$ cat config.mk
export PLATFORM = sky130hd
export DESIGN_NAME = tilt_estimator_with_balance_qualifier_top
export DESIGN_NICKNAME = d
export VERILOG_FILES = /design/src/rtl/tilt_est_pkg.sv /design/src/rtl/tilt_estimator_with_balance_qualifier_top.sv
export SDC_FILE = /design/constraint.sdc
export NUM_CORES = 2
export LEC_CHECK = 0
export ABC_AREA = 1
export BUFFER_PORTS_ARGS = -buffer_cell sky130_fd_sc_hd__buf_2
export CORE_MARGIN = 2
export CORE_UTILIZATION = 65
export CTS_BUF_LIST = sky130_fd_sc_hd__clkbuf_16
export DETAILED_ROUTE_END_ITERATION = 6
export MAX_ROUTING_LAYER = met4
export PLACE_DENSITY = 0.89
export SYNTH_ARGS = -nofsm -noshare
export SYNTH_HDL_FRONTEND = slang
export SYNTH_SLANG_ARGS = --single-unit
$ cat constraint.sdc
create_clock -name clk -period 10.31 [get_ports clk]
set_input_delay 1.031 -clock clk [delete_from_list [all_inputs] [get_ports clk]]
set_output_delay 1.031 -clock clk [all_outputs]
set_load 0.005 [all_outputs]
$ cat src/rtl/tilt_est_pkg.sv
// Constants, register map and arctangent table for the tilt estimator.
// Used by tilt_estimator_with_balance_qualifier_top; depends on nothing.
package tilt_est_pkg;

	// Build defaults
	localparam int CORDIC_STEPS_DEF  = 16;
	localparam int QUALIFY_TICKS_DEF = 5;
	localparam int ATAN_LEN          = 24;
	localparam int ATAN_IDX_W        = 5;

	// Register map, word index = paddr[3:2]
	typedef enum logic [1:0] {
		REG_GYRO_OFFSET     = 2'd0,
		REG_UPDATE_PERIOD   = 2'd1,
		REG_START_THRESHOLD = 2'd2,
		REG_STOP_THRESHOLD  = 2'd3
	} reg_idx_t;

	localparam logic signed [15:0] GYRO_OFFSET_RST     = 16'sd0;
	localparam logic [7:0]         UPDATE_PERIOD_RST   = 8'd10;
	localparam logic [17:0]        START_THRESHOLD_RST = 18'd20000;
	localparam logic [17:0]        STOP_THRESHOLD_RST  = 18'd45000;

	// Division by 29 as multiply by ceil(2^20/29), exact for |n| < 2^17
	localparam logic [15:0] RECIP_MUL   = 16'd36158;
	localparam int          RECIP_SHIFT = 20;

	localparam logic signed [12:0] USED_LIMIT   = 13'sd50;
	localparam logic signed [12:0] FREEZE_LIMIT = 13'sd2;

	// 180 degrees in 1/256 millidegree
	localparam logic signed [31:0] HALF_TURN = 32'sd46080177;

	// atan(2^-i) in 1/256 millidegree
	function automatic logic signed [31:0] atan_lut(input logic [ATAN_IDX_W-1:0] idx);
		logic signed [31:0] v;
		case (idx)
			5'd0:    v = 32'sd11520044;
			5'd1:    v = 32'sd6800679;
			5'd2:    v = 32'sd3593292;
			5'd3:    v = 32'sd1824011;
			5'd4:    v = 32'sd915545;
			5'd5:    v = 32'sd458219;
			5'd6:    v = 32'sd229165;
			5'd7:    v = 32'sd114590;
			5'd8:    v = 32'sd57296;
			5'd9:    v = 32'sd28648;
			5'd10:   v = 32'sd14324;
			5'd11:   v = 32'sd7162;
			5'd12:   v = 32'sd3581;
			5'd13:   v = 32'sd1790;
			5'd14:   v = 32'sd895;
			5'd15:   v = 32'sd448;
			5'd16:   v = 32'sd224;
			5'd17:   v = 32'sd112;
			5'd18:   v = 32'sd56;
			5'd19:   v = 32'sd28;
			5'd20:   v = 32'sd14;
			5'd21:   v = 32'sd7;
			5'd22:   v = 32'sd3;
			5'd23:   v = 32'sd2;
			default: v = 32'sd0;
		endcase
		return v;
	endfunction

	// Sequencer states
	typedef enum logic [6:0] {
		ST_IDLE   = 7'b0000001,
		ST_RATE   = 7'b0000010,
		ST_PRED   = 7'b0000100,
		ST_CORDIC = 7'b0001000,
		ST_ACC    = 7'b0010000,
		ST_BLEND  = 7'b0100000,
		ST_QUAL   = 7'b1000000
	} state_t;

endpackage

$ cat src/rtl/tilt_estimator_with_balance_qualifier_top.sv
// Complementary-filter tilt estimator with balance-mode qualifier.
// Depends on tilt_est_pkg (register map, constants, arctangent table).
//
// Channel   | Dir | Signals                    | Contents
// ----------+-----+----------------------------+-----------------------------------------
// s_axis    | in  | tvalid tready tdata[47:0]  | one tick: gyro_y, accel_x, accel_z
// m_axis    | out | tvalid tready tdata[47:0]  | tilt_angle, tilt_rate, balancing, accel_used
// APB       | in  | psel penable pwrite paddr  | four config registers at 0x0/0x4/0x8/0xC
//
// A tick passes the rate, prediction, CORDIC, accumulate, blend and qualify steps in order,
// one CORDIC rotation per cycle, and the next tick is taken once the last has left them.
// s_axis_tready is high only while the sequencer is idle.
// A tick taken while the previous result still waits holds in its last step until the
// result register is empty.
// arst_n clears the estimate, balance mode, qualifier count and config to defaults.
module tilt_estimator_with_balance_qualifier_top #(
	parameter int CORDIC_STEPS  = tilt_est_pkg::CORDIC_STEPS_DEF,
	parameter int QUALIFY_TICKS = tilt_est_pkg::QUALIFY_TICKS_DEF
) (
	input  logic        clk,
	input  logic        arst_n,

	input  logic        s_axis_tvalid,
	output logic        s_axis_tready,
	input  logic [47:0] s_axis_tdata,  // gyro_y[15:0], accel_x[31:16], accel_z[47:32]

	output logic        m_axis_tvalid,
	input  logic        m_axis_tready,
	output logic [47:0] m_axis_tdata,  // tilt_angle[31:0], tilt_rate[44:32],
	                                   // balancing[45], accel_used[46], zero[47]

	input  logic        psel,
	input  logic        penable,
	input  logic        pwrite,
	input  logic [3:0]  paddr,
	input  logic [31:0] pwdata,
	output logic [31:0] prdata,
	output logic        pready
);

	localparam int STEP_W = (CORDIC_STEPS > 1) ? $clog2(CORDIC_STEPS) : 1;
	localparam int QCNT_W = (QUALIFY_TICKS > 0) ? $clog2(QUALIFY_TICKS + 1) : 1;
	localparam logic [STEP_W-1:0] LAST_STEP = STEP_W'(CORDIC_STEPS - 1);
	localparam logic [QCNT_W-1:0] QUAL_MAX  = QCNT_W'(QUALIFY_TICKS);

	// Configuration
	logic signed [15:0] gyro_offset_q;
	logic [7:0]         update_period_q;
	logic [17:0]        start_threshold_q;
	logic [17:0]        stop_threshold_q;
	logic               cfg_wr;
	tilt_est_pkg::reg_idx_t cfg_idx;

	// Estimator state
	tilt_est_pkg::state_t state_q;
	logic [31:0]        angle_q;
	logic               balance_q;
	logic [QCNT_W-1:0]  qcnt_q;

	// Per-tick working registers
	logic signed [16:0] diff_q;
	logic signed [12:0] rate_q;
	logic [31:0]        pred_q;
	logic signed [31:0] acc_q;
	logic signed [31:0] cx_q, cy_q, cz_q;
	logic [STEP_W-1:0]  step_q;
	logic               zero_vec_q;

	// Result register
	logic               m_valid_q;
	logic [47:0]        m_data_q;

	// Combinational
	logic signed [15:0] in_gyro, in_ax, in_az;
	logic signed [31:0] ax_ext, az_ext;
	logic [16:0]        diff_mag;
	logic [32:0]        recip_prod;
	logic [12:0]        quot;
	logic signed [21:0] rate_x_period;
	logic signed [31:0] sx, sy, atan_v;
	logic signed [31:0] z_biased;
	logic [31:0]        blend_sum;
	logic               used, freeze;
	logic [31:0]        angle_mag;
	logic               qualifies;
	logic               bal_next;
	logic [QCNT_W-1:0]  qcnt_next;
	logic               out_free;

	assign pready  = 1'b1;
	assign cfg_wr  = psel & penable & pwrite & pready;
	assign cfg_idx = tilt_est_pkg::reg_idx_t'(paddr[3:2]);

	always_comb begin
		case (cfg_idx)
			tilt_est_pkg::REG_GYRO_OFFSET:     prdata = 32'(gyro_offset_q);
			tilt_est_pkg::REG_UPDATE_PERIOD:   prdata = {24'd0, update_period_q};
			tilt_est_pkg::REG_START_THRESHOLD: prdata = {14'd0, start_threshold_q};
			tilt_est_pkg::REG_STOP_THRESHOLD:  prdata = {14'd0, stop_threshold_q};
			default:                           prdata = 32'd0;
		endcase
	end

	always_ff @(posedge clk or negedge arst_n) begin
		if (!arst_n) begin
			gyro_offset_q     <= tilt_est_pkg::GYRO_OFFSET_RST;
			update_period_q   <= tilt_est_pkg::UPDATE_PERIOD_RST;
			start_threshold_q <= tilt_est_pkg::START_THRESHOLD_RST;
			stop_threshold_q  <= tilt_est_pkg::STOP_THRESHOLD_RST;
		end else if (cfg_wr) begin
			case (cfg_idx)
				tilt_est_pkg::REG_GYRO_OFFSET:     gyro_offset_q     <= pwdata[15:0];
				tilt_est_pkg::REG_UPDATE_PERIOD:   update_period_q   <= pwdata[7:0];
				tilt_est_pkg::REG_START_THRESHOLD: start_threshold_q <= pwdata[17:0];
				tilt_est_pkg::REG_STOP_THRESHOLD:  stop_threshold_q  <= pwdata[17:0];
				default: ;
			endcase
		end
	end

	// Input unpack and CORDIC preload values (scaled by 4096)
	assign in_gyro = s_axis_tdata[15:0];
	assign in_ax   = s_axis_tdata[31:16];
	assign in_az   = s_axis_tdata[47:32];
	assign ax_ext  = {{4{in_ax[15]}}, in_ax, 12'd0};
	assign az_ext  = {{4{in_az[15]}}, in_az, 12'd0};

	// Rate: |diff| * recip >> 20, sign restored
	assign diff_mag   = diff_q[16] ? 17'(-diff_q) : 17'(diff_q);
	assign recip_prod = 33'(diff_mag) * 33'(tilt_est_pkg::RECIP_MUL);
	assign quot       = recip_prod[tilt_est_pkg::RECIP_SHIFT +: 13];

	assign rate_x_period = 22'(rate_q) * 22'($signed({1'b0, update_period_q}));

	// One CORDIC rotation
	assign sx     = cx_q >>> step_q;
	assign sy     = cy_q >>> step_q;
	assign atan_v = tilt_est_pkg::atan_lut(tilt_est_pkg::ATAN_IDX_W'(step_q));

	// Truncate toward zero on the /256
	assign z_biased = cz_q + (cz_q[31] ? 32'sd255 : 32'sd0);

	assign used   = (rate_q > -tilt_est_pkg::USED_LIMIT) && (rate_q < tilt_est_pkg::USED_LIMIT);
	assign freeze = (rate_q > -tilt_est_pkg::FREEZE_LIMIT)
	             && (rate_q < tilt_est_pkg::FREEZE_LIMIT);

	// 252*pred + 4*acc, wrapping
	assign blend_sum = (pred_q << 8) - (pred_q << 2) + (32'(acc_q) << 2);

	// Balance qualifier
	assign angle_mag = angle_q[31] ? (32'd0 - angle_q) : angle_q;
	assign qualifies = balance_q ? (angle_mag > {14'd0, stop_threshold_q})
	                             : (angle_mag < {14'd0, start_threshold_q});

	always_comb begin
		bal_next  = balance_q;
		qcnt_next = '0;
		if (qualifies) begin
			if (qcnt_q == QUAL_MAX) begin
				bal_next = ~balance_q;
			end else begin
				qcnt_next = qcnt_q + 1'b1;
			end
		end
	end

	assign out_free      = ~m_valid_q | m_axis_tready;
	assign s_axis_tready = (state_q == tilt_est_pkg::ST_IDLE);
	assign m_axis_tvalid = m_valid_q;
	assign m_axis_tdata  = m_data_q;

	// Load on a finished tick, drop once the transaction is taken
	always_ff @(posedge clk or negedge arst_n) begin
		if (!arst_n) begin
			m_valid_q <= 1'b0;
		end else if ((state_q == tilt_est_pkg::ST_QUAL) && out_free) begin
			m_valid_q <= 1'b1;
		end else if (m_axis_tready) begin
			m_valid_q <= 1'b0;
		end
	end

	always_ff @(posedge clk or negedge arst_n) begin
		if (!arst_n) begin
			state_q   <= tilt_est_pkg::ST_IDLE;
			angle_q   <= 32'd0;
			balance_q <= 1'b0;
			qcnt_q    <= '0;
			step_q    <= '0;
		end else begin
			case (state_q)
				tilt_est_pkg::ST_IDLE: begin
					if (s_axis_tvalid) begin
						state_q <= tilt_est_pkg::ST_RATE;
					end
				end
				tilt_est_pkg::ST_RATE:  state_q <= tilt_est_pkg::ST_PRED;
				tilt_est_pkg::ST_PRED: begin
					step_q  <= '0;
					state_q <= tilt_est_pkg::ST_CORDIC;
				end
				tilt_est_pkg::ST_CORDIC: begin
					step_q <= step_q + 1'b1;
					if (step_q == LAST_STEP) begin
						state_q <= tilt_est_pkg::ST_ACC;
					end
				end
				tilt_est_pkg::ST_ACC:   state_q <= tilt_est_pkg::ST_BLEND;
				tilt_est_pkg::ST_BLEND: begin
					if (!balance_q && freeze) begin
						angle_q <= 32'(acc_q);
					end else if (used) begin
						angle_q <= 32'($signed(blend_sum) >>> 8);
					end else begin
						angle_q <= pred_q;
					end
					state_q <= tilt_est_pkg::ST_QUAL;
				end
				tilt_est_pkg::ST_QUAL: begin
					// hold until the result register can take this tick
					if (out_free) begin
						balance_q <= bal_next;
						qcnt_q    <= qcnt_next;
						state_q   <= tilt_est_pkg::ST_IDLE;
					end
				end
				default: state_q <= tilt_est_pkg::ST_IDLE;
			endcase
		end
	end

	// Datapath registers, no reset
	always_ff @(posedge clk) begin
		case (state_q)
			tilt_est_pkg::ST_IDLE: begin
				if (s_axis_tvalid) begin
					diff_q     <= 17'(in_gyro) - 17'(gyro_offset_q);
					zero_vec_q <= (in_ax == 16'sd0) && (in_az == 16'sd0);
					if (in_ax[15]) begin
						cx_q <= 32'sd0 - ax_ext;
						cy_q <= 32'sd0 - az_ext;
						cz_q <= in_az[15] ? -tilt_est_pkg::HALF_TURN : tilt_est_pkg::HALF_TURN;
					end else begin
						cx_q <= ax_ext;
						cy_q <= az_ext;
						cz_q <= 32'sd0;
					end
				end
			end
			tilt_est_pkg::ST_RATE: begin
				rate_q <= diff_q[16] ? $signed(13'd0 - quot) : $signed(quot);
			end
			tilt_est_pkg::ST_PRED: begin
				pred_q <= angle_q + 32'(rate_x_period);
			end
			tilt_est_pkg::ST_CORDIC: begin
				if (!cy_q[31]) begin
					cx_q <= cx_q + sy;
					cy_q <= cy_q - sx;
					cz_q <= cz_q + atan_v;
				end else begin
					cx_q <= cx_q - sy;
					cy_q <= cy_q + sx;
					cz_q <= cz_q - atan_v;
				end
			end
			tilt_est_pkg::ST_ACC: begin
				acc_q <= zero_vec_q ? 32'sd0 : (z_biased >>> 8);
			end
			tilt_est_pkg::ST_QUAL: begin
				if (out_free) begin
					m_data_q <= {1'b0, used, bal_next, rate_q, angle_q};
				end
			end
			default: ;
		endcase
	end

endmodule

# == Word-level counts from Yosys, hierarchy flattened ==
# Memory sizes are Yosys's and may differ from the RTL's.
# Index checks and enable logic that the tools add are counted.
# W data, S select, Z words.
# word_totals
n_memories,1
in_bits,91
register_bits,338
rom_bits,384
wordCells,120
# memory_table
memory,depth,word_bits,rd,rd_clocked_by_memory_dff,wr,line_no,rtl
(no name shown),16,24,1,0,0,tilt_est_pkg.sv:37,case (idx)
# classes
reduce_logical,20
magnitude_cmp,6
add_sub_neg,18
shift,2
multipliers,2
n_mux,32
bitwise,5
n_eq_ne,15
# op_table
operator,count
$mux W32,13
$pmux W32 S2,3
$add A32 B32 Y32,5
$pmux W32 S4,1
$sub A32 B32 Y32,4
$sshr A32 B4 Y32,2
$sub A1 B28 Y29 const A,2
$pmux W7 S7,1
$add A32 B9 Y32,1
$gt A32 B18 Y1,1
$logic_not A16 Y1,2
$lt A32 B18 Y1,1
$mul A17 B15 Y32 const B,1
$sub A1 B32 Y32 const A,1
$mul A13 B9 Y22,1
$mux W7,3
$mux W17,1
$neg A17 Y17,1
$sub A16 B16 Y17,1
$reduce_and A2 Y1,7
$gt A13 B2 Y1 const B,1
$gt A13 B7 Y1 const B,1
$lt A13 B3 Y1 const B,1
$lt A13 B7 Y1 const B,1
28 further kinds,44

# == Depth between registers and ports, before layout ==
# logic_depth
word_depth,5
ltp_mapped,40
ltp_nobuf,40

# == Least setup slack after synthesis ==
# Ideal clock, no wire load.
# synth_path
path_type,in2reg
startpoint,in s_axis_tvalid
endpoint,"reg cx_q[0], enable pin"
t_required_ns,9.627
setup_time_ns,0.683
path_stages,2
setup_slack_ns,1.807
arrival_time_ns,7.819
cell_sequence,inv_1 o21ai_0
# synth_via
elab_chain_len,2
# synth_rtl
element,line_no,rtl
"start, declared",tilt_estimator_with_balance_qualifier_top.sv:23,"input logic s_axis_tvalid,"
$ne A2 B2 Y1 (no line),-,
$reduce_and A2 Y1 (no line),-,
"end signal, assigned",tilt_estimator_with_balance_qualifier_top.sv:240,cx_q <= 32'sd0 - ax_ext;
"end signal, assigned",tilt_estimator_with_balance_qualifier_top.sv:244,cx_q <= ax_ext;
"end signal, assigned",tilt_estimator_with_balance_qualifier_top.sv:258,cx_q <= cx_q + sy;
"end, declared",tilt_estimator_with_balance_qualifier_top.sv:65,"logic signed [31:0] cx_q, cy_q, cz_q;"
# No other way between the ends.
# A chain may end at the register's enable or synchronous reset.

# == Worst setup path in the final report ==
# layout_path
startpoint,reg diff_q[0]
endpoint,"reg rate_q[12], data pin"
# layout_via
elab_chain_len,5
# layout_rtl
element,line_no,rtl
"start, declared",tilt_estimator_with_balance_qualifier_top.sv:61,logic signed [16:0] diff_q;
"start signal, assigned",tilt_estimator_with_balance_qualifier_top.sv:237,diff_q <= 17'(in_gyro) - 17'(gyro_offset_q);
$neg A17 Y17,tilt_estimator_with_balance_qualifier_top.sv:129,assign diff_mag = diff_q[16] ? 17'(-diff_q) : 17'(diff_q);
$mux W17 *,tilt_estimator_with_balance_qualifier_top.sv:129,
$mul A17 B15 Y32 *,tilt_estimator_with_balance_qualifier_top.sv:130,assign recip_prod = 33'(diff_mag) * 33'(tilt_est_pkg::RECIP_MUL);
$sub A1 B13 Y13,tilt_estimator_with_balance_qualifier_top.sv:251,rate_q <= diff_q[16] ? $signed(13'd0 - quot) : $signed(quot);
$mux W13 *,tilt_estimator_with_balance_qualifier_top.sv:251,
"end signal, assigned",tilt_estimator_with_balance_qualifier_top.sv:251,
"end, declared",tilt_estimator_with_balance_qualifier_top.sv:62,logic signed [12:0] rate_q;
# Mark *: on every way between the ends. The rest lies on a longest branch, timed or not.

==> flow_metrics.tcl <==
set metrics [dict create \
    status "finished with violations" \
    violations "DRC" \
    cp_max_fo 8 \
    overflow 0 \
    cts_inserted_buffers 41 \
    path_class "flip-flop to flip-flop" \
    rsz0062_at_grt "no" \
    postCtsSetupBuffers 0 \
    synthesis.area_mm2 0.04091 \
    finalCritPeriodShare 0.8180 \
    startpoint_type "flip-flop" \
    yosysTopAreaCellShare 0.1688 \
    syn_inst 5787 \
    cts.sinks 338 \
    fmax_mhz 118.6 \
    worst_pin_slew_ns 1.159 \
    hold_viol_final 0 \
    yosysUniqueCellTypes 60 \
    timing.final.crit_period_ns 8.434 \
    grt_pass1_vias 37300 \
    cts.path.max_buffers 3 \
    first_iter_violations 4202 \
    die-height_um 254.9 \
    io_buffers 155 \
    critical_path.max_stage_delay_ns 0.62 \
    drt_first_pass_iters 7 \
    finalClockSkew_ns 0.03264 \
    antenna_left 0 \
    insertion_delay_ns 0.59 \
    area_growth_pct 6.188 \
    hold_buffers 0 \
    slew_viol_final 0 \
    drv_cap 0 \
    cp_common_cell "nand2_1" \
    start_util 0.6604 \
    antenna_found_initial 3 \
    rows 91 \
    met1_usage 0.4942 \
    routedWlPerCell_um 17.61 \
    top_usage_layer "met2" \
    synthTopCellsByArea "edfxtp_1 (17%), nand2_1 (13%), ha_1 (12%), fa_1 (9.7%), inv_1 (8.6%)" \
    crit_arrival_ns 8.76 \
    syn_area_per_cell_um2 7.069 \
    drc 5 \
    synth_common_cells "nand2_1 (1,413), inv_1 (937), nor2_1 (472)" \
    ys_warn_count 0 \
    grt_pass1_wl_um 190500 \
    layout.nets 6523 \
    via_per_inst 5.860 \
    slowest_stage "nor3_1" \
    setup_violations 0 \
    ys_seq_area_frac 0.2354 \
    hpwl_um 92760 \
    synth_edf_count 230 \
    root_buffer "clkbuf_16" \
    yosysMostFrequentCell "nand2_1" \
    worst-path-buf-inv 7 \
    reg2reg_slack_ns 1.88 \
    h-tree-depth 2 \
    tritoncts "yes" \
    ys.flop_type "edfxtp_1" \
    ctsResizeCount 0 \
    synth_seq_cells 338 \
    slew_headroom 0.2274 \
    die_area_mm2 0.06495 \
    final_layout_size_suffix_gt1_frac 0.05480 \
    yosysTopAreaCell "edfxtp_1" \
    cp.required_ns 10.63 \
    die_x_um 254.9 \
    gp_congestion 1.016 \
    use_met2 0.5911 \
    cp-end-kind "flip-flop" \
    grt_max_degree 72 \
    globalRouteMet3Util 0.06326 \
    path_delay_family "adder cells" \
    grtUsageTotal 0.3785 \
    async_reset_ff_frac 0.3195 \
    coreArea_mm2 0.06194 \
    dr_total_vias 39350 \
    clkTransAtPathRegs_ns 0.07 \
    fin_tns_setup_ns 0 \
    io_pins 174 \
    routed_wl_um 118200 \
    min_path_type "input pin to asynchronous set/reset pin" \
]
## worst reg2reg max path, delay by kind of cell, from the launching register on
| kind | cells | cell delay (ns) |
|---|---|---|
| and+or+nand+nor | 23 | 3.41 |
| buffers and inverters | 7 | 0.49 |
| DFF | 1 | 0.55 |
| adders and majority gates | 9 | 3.62 |
| AOI/OAI and AO/OA | 1 | 0.11 |
## per-stage QoR
step / area (um2) / util / std cells / worst slack [ns] / hold slack (ns)
2_1_floorplan: 40910 / - / 5788 / 1.807 / 0.4206
3_3_place_gp: 42090 / 0.6795 / 6638 / 2.178 / 0.4662
3_5_place_dp: 42090 / 0.6795 / 6638 / 1.988 / 0.4729
4_1_cts: 43430 / 0.7012 / 6713 / 1.997 / 0.4885
5_1_grt: 43440 / 0.7013 / 6715 / 1.288 / 0.5155
6_report: 43440 / 0.7013 / 6715 / 1.876 / 0.4559
## layout make-up
type | instances | area, um2
inverters | 946 | 3556
well taps | 837 | 1047
clock inverters | 32 | 266.5
flip-flops and latches | 338 | 9634
diodes | 2 | 5.005
clock buffers | 43 | 1076
fillers | 5196 | 18500
multi-input cells | 4336 | 26880
repair buffers | 181 | 973.4
## registers in the layout (all words and copies together), names as in the netlist
signal             flops
rate_q                13
step_q                 4
balance_q              1
zero_vec_q             1
pred_q                32
cz_q                  32
cy_q                  32
cx_q                  32
state_q                7
update_period_q        8
angle_q               32
m_axis_tvalid          1
start_threshold_q     18
m_axis_tdata          47
stop_threshold_q      18
gyro_offset_q         16
qcnt_q                 3
acc_q                 24
diff_q                17
## final timing paths
path                                               from  cells past startpoint                           end
setup / recovery                    diff_q[0]$_DFFE_PP_                     40          rate_q[12]$_DFFE_PP_
hold / removal                                   arst_n                      1       angle_q[30]$_DFFE_PN0P_
setup reg to reg                    diff_q[0]$_DFFE_PP_                     40          rate_q[12]$_DFFE_PP_
hold reg to reg            gyro_offset_q[8]$_DFFE_PN0P_                      2  gyro_offset_q[8]$_DFFE_PN0P_
max in group asynchronous                        arst_n                      2         step_q[3]$_DFFE_PN0N_
min in group clk           gyro_offset_q[8]$_DFFE_PN0P_                      2  gyro_offset_q[8]$_DFFE_PN0P_
## kinds of logic after synthesis
family                     after synthesis  share of synthesized area
other                                    2                  0.0001836
adders and majority gates              588                     0.2162
and+or+nand+nor                       2500                     0.2536
buffers and inverters                 1114                     0.1083
AOI/OAI and AO/OA                     1015                     0.1369
DFF                                    338                     0.2354
muxes                                    1                  0.0002447
xor gates and xnor gates               229                    0.04903
## placed cells by master, fill, tap and decap left out, drive strengths merged, types with 5 or more instances in the layout
| cell | n |
|---|---|
| o22ai | 16 |
| dfrtp | 91 |
| clkbuf | 43 |
| clkinv | 16 |
| edfxtp | 230 |
| a21oi | 399 |
| xor2 | 155 |
| o21ai | 419 |
| xnor2 | 74 |
| ha | 390 |
| buf | 181 |
| nand3 | 400 |
| nand2 | 1417 |
| clkinvlp | 8 |
| o21bai | 25 |
| nor4 | 17 |
| a21o | 25 |
| a31oi | 32 |
| o21a | 25 |
| a21boi | 13 |
| dfstp | 17 |
| o31ai | 8 |
| nand3b | 15 |
| a221oi | 5 |
| o221ai | 12 |
| nor2 | 485 |
| fa | 198 |
| o211ai | 23 |
| nor3 | 87 |
| inv | 951 |
| or2 | 10 |
| nand4 | 56 |
| nor3b | 7 |
## routing by layer
layer	wire (um)	up-vias
li1	-	18980
met1	48790	18010
met2	52800	2007
met3	11480	352
met4	5182	0
met5	0	-
Power is not shown: default switching activity piles up to over one toggle a cycle in this logic, so the estimate is an artifact.
